--- config.mk ---
export PLATFORM = sky130hd
export DESIGN_NAME = cm2d_div
export DESIGN_NICKNAME = d
export VERILOG_FILES = /design/src/rtl/core/cm2d_pkg.sv /design/src/rtl/core/cm2d_div.sv
export SDC_FILE = /design/constraint.sdc
export NUM_CORES = 2
export LEC_CHECK = 0
export BUFFER_PORTS_ARGS = -buffer_cell sky130_fd_sc_hd__buf_2
export CAP_MARGIN = 5
export CORE_MARGIN = 1
export CORE_UTILIZATION = 63
export CTS_CLUSTER_SIZE = 16
export DETAILED_ROUTE_END_ITERATION = 8
export PLACE_DENSITY = 0.91
export SETUP_SLACK_MARGIN = 0.3
export SLEW_MARGIN = 20
export SYNTH_ARGS = -nofsm -noshare
export SYNTH_HDL_FRONTEND = slang
export SYNTH_SLANG_ARGS = --single-unit
--- constraint.sdc ---
create_clock -name i_clk -period 13.1 [get_ports i_clk]
set_input_delay 2.62 -clock i_clk [delete_from_list [all_inputs] [get_ports i_clk]]
set_output_delay 2.62 -clock i_clk [all_outputs]
set_load 0.005 [all_outputs]
--- src/rtl/core/cm2d_pkg.sv ---
// Shared types, constants and helpers of the 2-D contact manifold pipeline.
`default_nettype none

package cm2d_pkg;

    localparam int unsigned SQ_STG = 16;
    localparam int unsigned DV_BITS = 15;
    localparam int unsigned DV_PER = 3;
    localparam int unsigned DV_STG = DV_BITS / DV_PER;

    localparam logic signed [15:0] ONE_Q14 = 16'sd16384;
    localparam logic signed [15:0] NEG_Q14 = -16'sd16384;
    localparam logic [DV_BITS-1:0] Q_CAP = DV_BITS'(16384);

    typedef enum logic [1:0] {
        CS_BB = 2'd0,
        CS_BC = 2'd1,
        CS_CC = 2'd2
    } t_case;

    // per-request side data carried down the pipe
    typedef struct packed {
        logic               swp;
        logic               hit;
        logic               sq;
        logic signed [15:0] nx;
        logic signed [15:0] ny;
        logic signed [31:0] pen;
        logic               sx;
        logic               sy;
        logic [31:0]        mx;
        logic [31:0]        my;
        logic [31:0]        rad;
    } t_meta;

    function automatic logic signed [31:0] sat32(input logic signed [33:0] v);
        logic signed [31:0] res;
        if (v > 34'sd2147483647) begin
            res = 32'sh7FFFFFFF;
        end else if (v < -34'sd2147483648) begin
            res = 32'sh80000000;
        end else begin
            res = v[31:0];
        end
        return res;
    endfunction

endpackage

`default_nettype wire

--- src/rtl/core/cm2d_div.sv ---
// Pipelined restoring divider for both normal components, rounded to nearest.
`default_nettype none

module cm2d_div (
    input  wire logic                          i_clk,
    input  wire logic                          i_rst_n,
    input  wire logic                          i_vld,
    input  cm2d_pkg::t_meta                    i_meta,
    input  wire logic [32:0]                   i_len,
    output logic                               o_vld,
    output cm2d_pkg::t_meta                    o_meta,
    output logic [32:0]                        o_len,
    output logic [cm2d_pkg::DV_BITS-1:0]       o_qx,
    output logic [cm2d_pkg::DV_BITS-1:0]       o_qy
);
    import cm2d_pkg::*;

    logic [DV_STG:0] r_vld;
    t_meta           r_meta [DV_STG+1];
    logic [32:0]     r_len  [DV_STG+1];
    logic [47:0]     r_rx   [DV_STG+1];
    logic [47:0]     r_ry   [DV_STG+1];
    logic [DV_BITS-1:0] r_qx [DV_STG+1];
    logic [DV_BITS-1:0] r_qy [DV_STG+1];

    always_ff @(posedge i_clk) begin
        if (!i_rst_n) begin
            r_vld[0] <= 1'b0;
        end else begin
            r_vld[0] <= i_vld;
        end
    end

    // numerator: |c| * 2^14 + len / 2
    always_ff @(posedge i_clk) begin
        r_meta[0] <= i_meta;
        r_len[0]  <= i_len;
        r_rx[0]   <= {2'b00, i_meta.mx, 14'd0} + {16'd0, i_len[32:1]};
        r_ry[0]   <= {2'b00, i_meta.my, 14'd0} + {16'd0, i_len[32:1]};
        r_qx[0]   <= '0;
        r_qy[0]   <= '0;
    end

    for (genvar k = 0; k < DV_STG; k++) begin : g_stg
        logic [47:0]        w_rx, w_ry, dsh;
        logic [DV_BITS-1:0] w_qx, w_qy;

        always_comb begin
            w_rx = r_rx[k];
            w_ry = r_ry[k];
            w_qx = r_qx[k];
            w_qy = r_qy[k];
            dsh  = '0;
            for (int j = 0; j < DV_PER; j++) begin
                dsh = {15'd0, r_len[k]} << (DV_BITS - 1 - DV_PER * k - j);
                if (w_rx >= dsh) begin
                    w_rx = w_rx - dsh;
                    w_qx[DV_BITS-1-DV_PER*k-j] = 1'b1;
                end
                if (w_ry >= dsh) begin
                    w_ry = w_ry - dsh;
                    w_qy[DV_BITS-1-DV_PER*k-j] = 1'b1;
                end
            end
        end

        always_ff @(posedge i_clk) begin
            if (!i_rst_n) begin
                r_vld[k+1] <= 1'b0;
            end else begin
                r_vld[k+1] <= r_vld[k];
            end
        end

        always_ff @(posedge i_clk) begin
            r_meta[k+1] <= r_meta[k];
            r_len[k+1]  <= r_len[k];
            r_rx[k+1]   <= w_rx;
            r_ry[k+1]   <= w_ry;
            r_qx[k+1]   <= w_qx;
            r_qy[k+1]   <= w_qy;
        end
    end

    assign o_vld  = r_vld[DV_STG];
    assign o_meta = r_meta[DV_STG];
    assign o_len  = r_len[DV_STG];
    assign o_qx   = r_qx[DV_STG];
    assign o_qy   = r_qy[DV_STG];

endmodule

`default_nettype wire

==> metrics.csv <==
metric,value,unit
async_flop_share,0,%
ant_nets,0,
grt.total_usage,41.03,%
grt_pass1_wl,493900,µm
initial_core_util,63.47,%
maxCapViolCount,0,
wl,332700,µm
vias,87327,
area_growth,11.56,%
syn_nets,12295,
worst_ep_arrival_time,13.03,ns
wl_per_cell,24.18,µm
whs_path_depth,0,
initialDrtViolationCount,9009,
criticalPathCategory,reg2reg,
port_buffers,429,
synth_flop_cell,dfxtp_1,
critPathMaxFanout,58,
setup_violations,0,
dp_hpwl,254600,µm
cts_sinks,1674,
io-pin-count,430,
tritoncts,yes,
hold_violations,0,
clk_pin_slew,0.07,ns
rsz0062_at_grt,no,
syn_avg_cell_area,8.733,µm²
rr_worst_depth,44,
relSlewSlack,28.82,%
setup-tns-final,0,ns
whs,0.3135,ns
cp.required,13.78,ns
period_needed,12.35,ns
cpPeakStageDelay,0.45,ns
htree_levels,4,
synth_edf_count,0,
dr.pass1.iters,7,
gp_routability_congestion,1.082,
outcome,completed,
synth_seq_cells,1674,
synth_seq_area_share,34.72,%
die_h,393.4,µm
antenna_found_initial,19,
period_share,94.27,%
nets,12827,
drive_gt1_share,11.32,%
hold_buffers,0,
overflow,0,
die-width,393.4,µm
clock-root-buffer,clkbuf_16,
skew,0.03923,ns
cp-start-kind,register,
drc,0,
tightestPinTransition,1.054,ns
vias_per_cell,6.347,
synth.cell_area,0.09652,mm²
clk-insertion-delay-late,0.83,ns
core,0.1521,mm²
die-area,0.1548,mm²
ys_types,113,
grt_max_degree,69,
finalMaxSlewViolations,0,
numCtsBuffers,161,
rows,143,
yosys_warnings,0,
syn_inst,11052,
clock_path_buffers,3,
slowest_stage,buf_4,
max_freq,80.97,MHz
end_kind,register,
holdCritPathClass,reg2reg,
crit_top_cell,a21o_1,
grt_pass1_vias,84838,
==> synth_stat cells (all sizes together) (23+ instances only) <==
library cell,instances,area share [%]
dfxtp,1674,35
a31oi,76,0.49
nor3b,29,0.24
o21ai,850,4.4
a21o,515,4.0
nand2b,151,0.98
ha,1012,13
o21bai,158,1.2
nand2,968,3.8
nor2,707,2.7
inv,525,2.0
a21oi,1036,5.4
o21a,116,0.90
mux2i,28,0.30
and3,99,0.64
a211o,29,0.27
nor4,73,0.52
fa,30,0.62
clkbuf,181,0.70
nor2b,139,0.90
or2,46,0.30
or4,23,0.18
and2,57,0.37
o211ai,53,0.41
a21boi,57,0.44
or3,51,0.33
buf,67,0.33
o31ai,76,0.61
mux2,287,3.3
nand4,160,1.0
a211oi,75,0.61
nand3,231,1.2
nor3,182,0.95
xor2,308,2.8
and4,24,0.22
xnor2,633,5.8
o31a,23,0.21
==> worst paths after layout <==
kind,endpoint,slack (ns),from
setup / recovery,r_ry[3][7]$_DFF_P_,0.75,r_ry[2][8]$_DFF_P_
hold / removal,r_meta[3][57]$_DFF_P_,0.31,r_meta[2][57]$_DFF_P_
setup reg to reg,r_ry[3][7]$_DFF_P_,0.75,r_ry[2][8]$_DFF_P_
hold reg to reg,r_meta[3][57]$_DFF_P_,0.31,r_meta[2][57]$_DFF_P_
==> worst max-delay path: cells and delay by family, from the launching register on <==
kind | cells | cell delay [ns]
compound gates | 24 | 5.94
simple gates | 8 | 1.97
flops | 1 | 0.37
mux | 2 | 0.70
buf+inv | 6 | 1.72
fa+ha+maj | 4 | 1.46
==> cell type report <==
cell class | count | area [µm²]
multi-input combinational | 8605 | 60230
clock buffer | 218 | 4626
inverter | 526 | 1974
tap | 2030 | 2540
timing repair buffer | 616 | 3642
antenna | 11 | 27.53
clock inverter | 79 | 1130
fill | 11173 | 44400
sequential | 1674 | 33510
==> cells by family (layout without fill, tap and decap cells) <==
logic type	count (synthesis)	count (layout)	share of synthesized area, %
xor gates and xnor gates	941	941	8.562
muxes	315	315	3.646
adders and majority gates	1042	1042	13.74
and+or+nand+nor	3002	3002	15.01
DFF	1674	1674	34.72
buffers and inverters	774	1439	3.075
other	0	11	0
AOI/OAI and AO/OA	3304	3305	21.24
==> metal layers <==
| layer | GRT usage, % | share of wire (%) |
|---|---|---|
| met4 | 35.30 | 10 |
| met3 | 6.895 | 7.6 |
| met5 | 0 | 0.0069 |
| met2 | 68.88 | 46 |
| met1 | 45.09 | 36 |
==> through the flow <==
step	instance area (µm²)	util, %	setup slack (ns)	cells
after detailed placement	101800	66.92	0.7198	13444
after floorplan	96520	-	1.184	11052
final	107700	70.80	0.7501	13759
after global routing	107700	70.79	0.2857	13752
after CTS	107500	70.70	0.4332	13741
after global placement	101800	66.92	1.278	13444
==> timing repair <==
action	4_1_cts	5_1_grt
resized for setup	0	11
setup buffers	0	6
endpoints found under the setup margin	0	85
==> flip-flops by register name, summed over array words and instances (netlist names) <==
signal	cells
o_vld	1
r_qx	45
r_rx	195
r_qy	45
r_vld	5
r_meta	990
r_ry	225
r_len	168
==> placed cells by master, fill, tap and decap left out, types with 229 or more instances in the layout <==
master,count
ha_1,1012
inv_1,518
nand3_1,229
mux2_2,286
buf_2,429
xor2_1,307
nand2_1,967
nor2_1,705
a21oi_1,1034
o21ai_0,840
a21o_1,515
dfxtp_1,1674
xnor2_1,631
Power is left out: the tool's default activity adds up to more than one toggle a clock period on the data nets, which glitch-free logic cannot reach.
