### config.mk
export PLATFORM = sky130hd
export DESIGN_NAME = cm2d_geom
export DESIGN_NICKNAME = d
export VERILOG_FILES = /design/src/rtl/core/cm2d_pkg.sv /design/src/rtl/core/cm2d_geom.sv
export SDC_FILE = /design/constraint.sdc
export NUM_CORES = 2
export LEC_CHECK = 0
export BUFFER_PORTS_ARGS = -buffer_cell sky130_fd_sc_hd__buf_4
export CAP_MARGIN = 20
export CORE_MARGIN = 5
export CORE_UTILIZATION = 55
export DETAILED_ROUTE_END_ITERATION = 7
export GPL_ROUTABILITY_DRIVEN = 0
export PLACE_DENSITY = 0.86
export SYNTH_ARGS = -nofsm -noshare
export SYNTH_HDL_FRONTEND = slang
export SYNTH_SLANG_ARGS = --single-unit
### constraint.sdc
create_clock -name i_clk -period 5.1 [get_ports i_clk]
set_clock_uncertainty 0.15 [all_clocks]
set_input_delay 1.02 -clock i_clk [delete_from_list [all_inputs] [get_ports i_clk]]
set_output_delay 1.02 -clock i_clk [all_outputs]
set_load 0.01 [all_outputs]
### src/rtl/core/cm2d_pkg.sv
// Shared types, constants and helpers of the 2-D contact manifold pipeline.
`default_nettype none

package cm2d_pkg;

    localparam int unsigned SQ_STG = 16;
    localparam int unsigned DV_BITS = 15;
    localparam int unsigned DV_PER = 3;
    localparam int unsigned DV_STG = DV_BITS / DV_PER;

    localparam logic signed [15:0] ONE_Q14 = 16'sd16384;
    localparam logic signed [15:0] NEG_Q14 = -16'sd16384;
    localparam logic [DV_BITS-1:0] Q_CAP = DV_BITS'(16384);

    typedef enum logic [1:0] {
        CS_BB = 2'd0,
        CS_BC = 2'd1,
        CS_CC = 2'd2
    } t_case;

    // per-request side data carried down the pipe
    typedef struct packed {
        logic               swp;
        logic               hit;
        logic               sq;
        logic signed [15:0] nx;
        logic signed [15:0] ny;
        logic signed [31:0] pen;
        logic               sx;
        logic               sy;
        logic [31:0]        mx;
        logic [31:0]        my;
        logic [31:0]        rad;
    } t_meta;

    function automatic logic signed [31:0] sat32(input logic signed [33:0] v);
        logic signed [31:0] res;
        if (v > 34'sd2147483647) begin
            res = 32'sh7FFFFFFF;
        end else if (v < -34'sd2147483648) begin
            res = 32'sh80000000;
        end else begin
            res = v[31:0];
        end
        return res;
    endfunction

endpackage

`default_nettype wire

### src/rtl/core/cm2d_geom.sv
// Geometry front end: offsets, overlaps, clamping and direct contact cases.
`default_nettype none

module cm2d_geom (
    input  wire logic               i_clk,
    input  wire logic               i_rst_n,
    input  wire logic               i_vld,
    input  wire logic               i_kind_a,
    input  wire logic               i_kind_b,
    input  wire logic signed [31:0] i_pos_a_x,
    input  wire logic signed [31:0] i_pos_a_y,
    input  wire logic [30:0]        i_size_a_x,
    input  wire logic [30:0]        i_size_a_y,
    input  wire logic signed [31:0] i_pos_b_x,
    input  wire logic signed [31:0] i_pos_b_y,
    input  wire logic [30:0]        i_size_b_x,
    input  wire logic [30:0]        i_size_b_y,
    output logic                    o_vld,
    output cm2d_pkg::t_meta         o_meta
);
    import cm2d_pkg::*;

    // stage 1
    t_case       n1_cs, r1_cs;
    logic        n1_swp, r1_swp;
    logic [32:0] n1_dx, n1_dy, r1_dx, r1_dy;
    logic [30:0] n1_ex, n1_ey, n1_rad;
    logic [30:0] r1_ex, r1_ey, r1_hx, r1_hy, r1_rad;
    logic        r1_vld;

    always_comb begin
        n1_swp = i_kind_a & ~i_kind_b;
        case ({i_kind_a, i_kind_b})
            2'b00:   n1_cs = CS_BB;
            2'b11:   n1_cs = CS_CC;
            default: n1_cs = CS_BC;
        endcase
        n1_dx = {i_pos_b_x[31], i_pos_b_x} - {i_pos_a_x[31], i_pos_a_x};
        n1_dy = {i_pos_b_y[31], i_pos_b_y} - {i_pos_a_y[31], i_pos_a_y};
        if (n1_swp) begin
            n1_dx = 33'd0 - n1_dx;
            n1_dy = 33'd0 - n1_dy;
        end
        n1_ex  = n1_swp ? i_size_b_x : i_size_a_x;
        n1_ey  = n1_swp ? i_size_b_y : i_size_a_y;
        n1_rad = (n1_swp || n1_cs == CS_CC) ? i_size_a_x : i_size_b_x;
    end

    always_ff @(posedge i_clk) begin
        if (!i_rst_n) begin
            r1_vld <= 1'b0;
        end else begin
            r1_vld <= i_vld;
        end
    end

    always_ff @(posedge i_clk) begin
        r1_cs  <= n1_cs;
        r1_swp <= n1_swp;
        r1_dx  <= n1_dx;
        r1_dy  <= n1_dy;
        r1_ex  <= n1_ex;
        r1_ey  <= n1_ey;
        r1_hx  <= i_size_b_x;
        r1_hy  <= i_size_b_y;
        r1_rad <= n1_rad;
    end

    // stage 2
    logic [32:0]        n2_adf, n2_ayf;
    logic [31:0]        n2_adx, n2_ady;
    logic               n2_inx, n2_iny, n2_xax;
    logic signed [33:0] n2_ox, n2_oy, r2_ox, r2_oy;
    logic [31:0]        n2_mx, n2_my, n2_r, r2_mx, r2_my, r2_r;
    logic [30:0]        n2_len, r2_len;
    logic               n2_pos, r2_pos;
    t_case              r2_cs;
    logic               r2_swp, r2_in, r2_xax, r2_sx, r2_sy, r2_zero, r2_vld;
    logic [30:0]        r2_rad;

    always_comb begin
        n2_adf = r1_dx[32] ? (33'd0 - r1_dx) : r1_dx;
        n2_ayf = r1_dy[32] ? (33'd0 - r1_dy) : r1_dy;
        n2_adx = n2_adf[31:0];
        n2_ady = n2_ayf[31:0];
        n2_ox  = $signed({3'b000, r1_ex}) + $signed({3'b000, r1_hx})
               - $signed({2'b00, n2_adx});
        n2_oy  = $signed({3'b000, r1_ey}) + $signed({3'b000, r1_hy})
               - $signed({2'b00, n2_ady});
        n2_inx = n2_adx <= {1'b0, r1_ex};
        n2_iny = n2_ady <= {1'b0, r1_ey};
        n2_xax = n2_adx > n2_ady;
        if (r1_cs == CS_CC) begin
            n2_mx = n2_adx;
            n2_my = n2_ady;
            n2_r  = {1'b0, r1_rad} + {1'b0, r1_hx};
        end else begin
            n2_mx = n2_inx ? 32'd0 : n2_adx - {1'b0, r1_ex};
            n2_my = n2_iny ? 32'd0 : n2_ady - {1'b0, r1_ey};
            n2_r  = {1'b0, r1_rad};
        end
        n2_len = n2_xax ? (r1_ex - n2_adx[30:0]) : (r1_ey - n2_ady[30:0]);
        n2_pos = n2_xax ? (!r1_dx[32] && r1_dx != 33'd0)
                        : (!r1_dy[32] && r1_dy != 33'd0);
    end

    always_ff @(posedge i_clk) begin
        if (!i_rst_n) begin
            r2_vld <= 1'b0;
        end else begin
            r2_vld <= r1_vld;
        end
    end

    always_ff @(posedge i_clk) begin
        r2_cs   <= r1_cs;
        r2_swp  <= r1_swp;
        r2_ox   <= n2_ox;
        r2_oy   <= n2_oy;
        r2_in   <= n2_inx & n2_iny;
        r2_len  <= n2_len;
        r2_xax  <= n2_xax;
        r2_pos  <= n2_pos;
        r2_sx   <= r1_dx[32];
        r2_sy   <= r1_dy[32];
        r2_mx   <= n2_mx;
        r2_my   <= n2_my;
        r2_r    <= n2_r;
        r2_rad  <= r1_rad;
        r2_zero <= (n2_adx == 32'd0) && (n2_ady == 32'd0);
    end

    // stage 3
    t_meta n3_meta, r3_meta;
    logic  r3_vld;

    always_comb begin
        n3_meta     = '0;
        n3_meta.swp = r2_swp;
        n3_meta.sx  = r2_sx;
        n3_meta.sy  = r2_sy;
        n3_meta.mx  = r2_mx;
        n3_meta.my  = r2_my;
        n3_meta.rad = r2_r;
        case (r2_cs)
            CS_BB: begin
                n3_meta.hit = (r2_ox > 34'sd0) && (r2_oy > 34'sd0);
                if (r2_ox < r2_oy) begin
                    n3_meta.nx  = r2_sx ? NEG_Q14 : ONE_Q14;
                    n3_meta.pen = sat32(r2_ox);
                end else begin
                    n3_meta.ny  = r2_sy ? NEG_Q14 : ONE_Q14;
                    n3_meta.pen = sat32(r2_oy);
                end
            end
            CS_BC: begin
                if (r2_in) begin
                    n3_meta.hit = 1'b1;
                    if (r2_len == 31'd0) begin
                        n3_meta.nx  = ONE_Q14;
                        n3_meta.pen = $signed({1'b0, r2_rad});
                    end else begin
                        if (r2_xax) begin
                            n3_meta.nx = r2_pos ? ONE_Q14 : NEG_Q14;
                        end else begin
                            n3_meta.ny = r2_pos ? ONE_Q14 : NEG_Q14;
                        end
                        n3_meta.pen = $signed({1'b0, r2_rad}) - $signed({1'b0, r2_len});
                    end
                end else begin
                    n3_meta.sq  = 1'b1;
                    n3_meta.hit = (r2_mx <= r2_r) && (r2_my <= r2_r);
                end
            end
            CS_CC: begin
                if (r2_zero) begin
                    n3_meta.hit = 1'b1;
                    n3_meta.nx  = ONE_Q14;
                    n3_meta.pen = $signed({1'b0, r2_rad});
                end else begin
                    n3_meta.sq  = 1'b1;
                    n3_meta.hit = (r2_mx <= r2_r) && (r2_my <= r2_r);
                end
            end
            default: ;
        endcase
    end

    always_ff @(posedge i_clk) begin
        if (!i_rst_n) begin
            r3_vld <= 1'b0;
        end else begin
            r3_vld <= r2_vld;
        end
    end

    always_ff @(posedge i_clk) begin
        r3_meta <= n3_meta;
    end

    assign o_vld  = r3_vld;
    assign o_meta = r3_meta;

endmodule

`default_nettype wire

==> impl_results.rst <==
.. list-table::
   :header-rows: 1

   * - Metric
     - Value
   * - Layout cells sized above 1
     - 0.204
   * - Endpoint arrival time on the critical path
     - 5440 ps
   * - CTS tree
     - yes
   * - Total gr overflow
     - 0
   * - Number of hold violations in the final report
     - 0
   * - Post-synth top area cell
     - dfxtp_1
   * - Final wirelength
     - approximately 140000 um
   * - CTS HTree Levels
     - 2
   * - Crit path time final
     - 5020 ps
   * - Max Fclk
     - 199 MHz
   * - Die area
     - about 0.078 mm2
   * - End of the critical path
     - r2_ox[28]
   * - Logic depth of the worst register-to-register path
     - 21
   * - IO Count
     - 423
   * - Initial antenna violation count
     - 16
   * - Vias in the first global route
     - 37700
   * - Pin count of the biggest net entering global routing
     - 88
   * - Fraction of the mapped netlist area in simple logic gates
     - 0.140
   * - Share of Yosys cell area claimed by the top area cell type
     - 0.300
   * - Buffers on Ports
     - 394
   * - Peak supply drop
     - 0.419 mV
   * - Total number of vias
     - ~40000
   * - Worst slew slack as a fraction of its limit
     - 0.291
   * - Class of the tightest hold or removal check
     - reg2reg
   * - Post-Synthesis Cell Area
     - 0.0398 mm2
   * - Leading cell types by total area after synthesis
     - dfxtp_1 30%, ha_1 14%, xnor2_1 5.3%, a21oi_1 4.5%, o21ai_0 3.9%
   * - Area fraction in compound gates after synthesis
     - 0.224
   * - Register area
     - 0.0120 mm2
   * - Met1 GRT Util
     - 0.407
   * - Overall Global Routing Usage
     - 0.337
   * - Initial standard-cell utilization of the core
     - 0.556
   * - Met3 routing resource usage after global routing
     - 0.0852
   * - Area inside the core boundary
     - roughly 0.072 mm2
   * - Number of enable flip-flop cells after synthesis
     - 0
   * - Routed wire per std cell
     - 22.2 um
   * - Number of buffers created by CTS
     - between 50 and 60
   * - Clock Pin Slew Worst Setup and Hold Paths
     - 70 ps
   * - Post-synthesis instance total
     - 4645
   * - Sequential-to-total area share from yosys stat
     - 0.300
   * - Post-synthesis average cell area
     - 8.57 um2
   * - Total power per unit cell area
     - roughly 660 mW/mm2
   * - Critical path class
     - reg2reg
   * - Die Wd
     - 279 um
   * - Worst hold slack across all endpoints
     - 179 ps
   * - Number of nets with antenna violations after routing
     - 0
   * - FF-to-FF Start
     - r1_dx[3]
   * - Max clock buf depth
     - 3
   * - Top FF cell, synth
     - dfxtp_1
   * - Final nets
     - a little over 6000
   * - Static power due to leakage
     - 22.6 nW
   * - DRC
     - 6
   * - Max-cap violation count
     - 0
   * - CP Capture Type
     - flip-flop
   * - Number of synthesized register bits
     - 597
   * - Flop2flop setup slack
     - approximately 78 ps
   * - Fraction of synthesized cell area in xor and xnor cells
     - 0.0855
   * - Global routing usage on met2
     - 0.543
   * - Warnings, synthesis
     - 0
   * - Outcome
     - finished with violations
   * - First-pass iteration count of the detailed router
     - 8
   * - Transition time at the pin with the least slew margin
     - between 1000 and 1500 ps
   * - Distinct cells, synth
     - ~100
   * - Async set-or-reset flop fraction in the synthesized netlist
     - 0
   * - Multi-input combinational cell area
     - about 0.026 mm2
   * - 1st-iter DRT viols
     - between 4000 and 5000
   * - Share of synthesized cell area in full adder, half adder and majority cells
     - 0.160
   * - R2R Path End
     - r2_ox[28]
   * - Number of setup violations in the final report
     - 0
   * - Non-filler instance count after layout
     - 6301
   * - Global-route wire length before repair
     - ~210000 um
   * - Worst Setup Start Kind
     - flip-flop
   * - Number of placement rows
     - 98
   * - Maximum net fanout on the critical path
     - 6
   * - Skew-Pair Late Insertion Delay
     - about 640 ps
   * - Synth-to-Final Area Change
     - 21.6%
   * - Root cell of the clock tree
     - clkbuf_16
   * - Floorplan die height
     - 279 um
   * - Violated checks
     - design-rule violations
   * - Launch point of the worst path
     - r1_dx[3]
   * - Fill cell instance count of the final layout
     - 5400
   * - Max-slew violations
     - 0
   * - Largest family of logic cells by synthesized area
     - compound AO/OA/AOI/OAI gates
   * - Share of the clock period used by the worst path
     - 0.985
   * - Critical Path RT
     - 5510 ps
   * - Number of sinks on the clock net
     - 597
   * - Placed wire-length estimate
     - 111000 um
   * - Post-Place Cells
     - 6177
   * - Multiplexer share of the synthesized area
     - 0.0297
   * - Global-route layer with the greatest usage
     - met2
   * - Vias per inst
     - 6.19
## registers in the layout, summed over array words and instances (netlist names), 32 cells and up
name	count
r2_r	32
r1_dx	33
r2_mx	32
r1_dy	33
r2_ox	33
o_meta	137
r2_oy	33
r2_my	32
## worst max-delay path: stages (launching register included)
cell	delay, ps
dfxtp_1	340
buf_4	170
nor4_4	260
buf_4	190
buf_4	110
buf_4	110
a41o_1	180
xor2_1	320
inv_1	210
ha_1	350
ha_1	180
or2_2	290
ha_1	380
and4_1	220
o21ai_0	80
o221ai_1	140
o21a_1	150
a41oi_1	350
buf_4	180
nand3_1	110
a311oi_1	330
xnor2_1	150
## where the power goes
group	total [W]	switching (W)	leakage, nW	internal [W]
clock	0.00477	0.00197	1.03	0.00280
combinational	0.0196	0.0110	16.6	0.00852
sequential	0.00762	0.00144	5.02	0.00618
total	0.0320	0.0145	22.6	0.0175
## how the worst min path moves through the flow
stage	from	to	slack, ps	cells past startpoint
CTS	r2_swp	o_meta[164]	180	0
floorplan	r2_swp	o_meta[164]	160	0
global placement	r1_swp	r2_swp	160	0
global route	r2_swp	o_meta[164]	200	0
detailed placement	r2_swp	o_meta[164]	160	0
finish	r1_swp	r2_swp	180	0
## per-stage QoR
step / setup slack (ps) / setup TNS (ps) / util / total power, W / cell area (um2)
floorplan: 65.1 / 0 / - / 0.0186 / 39900
global placement: -8.16 / -13.0 / 0.641 / 0.0252 / 45900
detailed placement: -191 / -468 / 0.641 / 0.0258 / 45900
CTS: 6.60 / 0 / 0.672 / 0.0309 / 48100
global route: -42.1 / -157 / 0.676 / 0.0336 / 48400
finish: 78.4 / 0 / 0.676 / 0.0320 / 48400
## area by class of cell
type / count / area share
clock buffer: 74 / 0.0329
tap: 950 / 0.0246
clock inverter: 35 / 0.0108
multi-input combinational: 3481 / 0.535
inverter: 401 / 0.0311
antenna: 8 / 0.000414
timing repair buffer: 755 / 0.119
sequential: 597 / 0.247
## timing repair
action,in CTS,in global routing
buffers inserted,0,5
gates resized for setup,8,44
hold buffers,0,0
pin swaps,0,9
setup endpoints to repair,27,87
## metal layers
metal  vias up  part of all wire
li1      17800                 -
met1     17900              0.36
met2      2603              0.44
met3       675              0.12
met4         6             0.081
met5         -           0.00033
## placed cells by master, fill, tap and decap left out, types with 73 or more instances in the layout
master / netlist / routed
nor2_1: 218 / 216
buf_4: 31 / 749
a21o_1: 177 / 177
nand2_1: 318 / 318
o21ai_0: 314 / 308
nand3_1: 92 / 92
ha_1: 440 / 434
xnor2_1: 240 / 233
inv_1: 396 / 396
mux2_2: 94 / 94
a21oi_1: 357 / 352
nor3_1: 74 / 73
dfxtp_1: 597 / 597
xor2_1: 131 / 131
## Yosys cell counts (37+ instances only)
master	number
nand4_1	66
nor2_1	218
nand3_1	92
a31oi_1	49
xnor2_1	240
clkbuf_1	135
o21a_1	53
and3_1	37
o21ai_0	314
nand2b_1	55
nor4_1	54
inv_1	396
nand2_1	318
xor2_1	131
nor3_1	74
ha_1	440
nor2b_1	61
fa_1	42
mux2_2	94
a21oi_1	357
dfxtp_1	597
a21o_1	177
## cells by family (layout without fill, tap and decap cells)
logic type | count (synthesis) | after routing
AO/OA/AOI/OAI | 1366 | 1366
XOR/XNOR | 380 | 380
adder cells (fa/ha/maj) | 485 | 485
buffers and inverters | 594 | 1265
flip-flops | 597 | 597
multiplexers | 106 | 106
other | 1 | 36
AND/OR/NAND/NOR | 1116 | 1116
(Power assumes the default switching activity.)
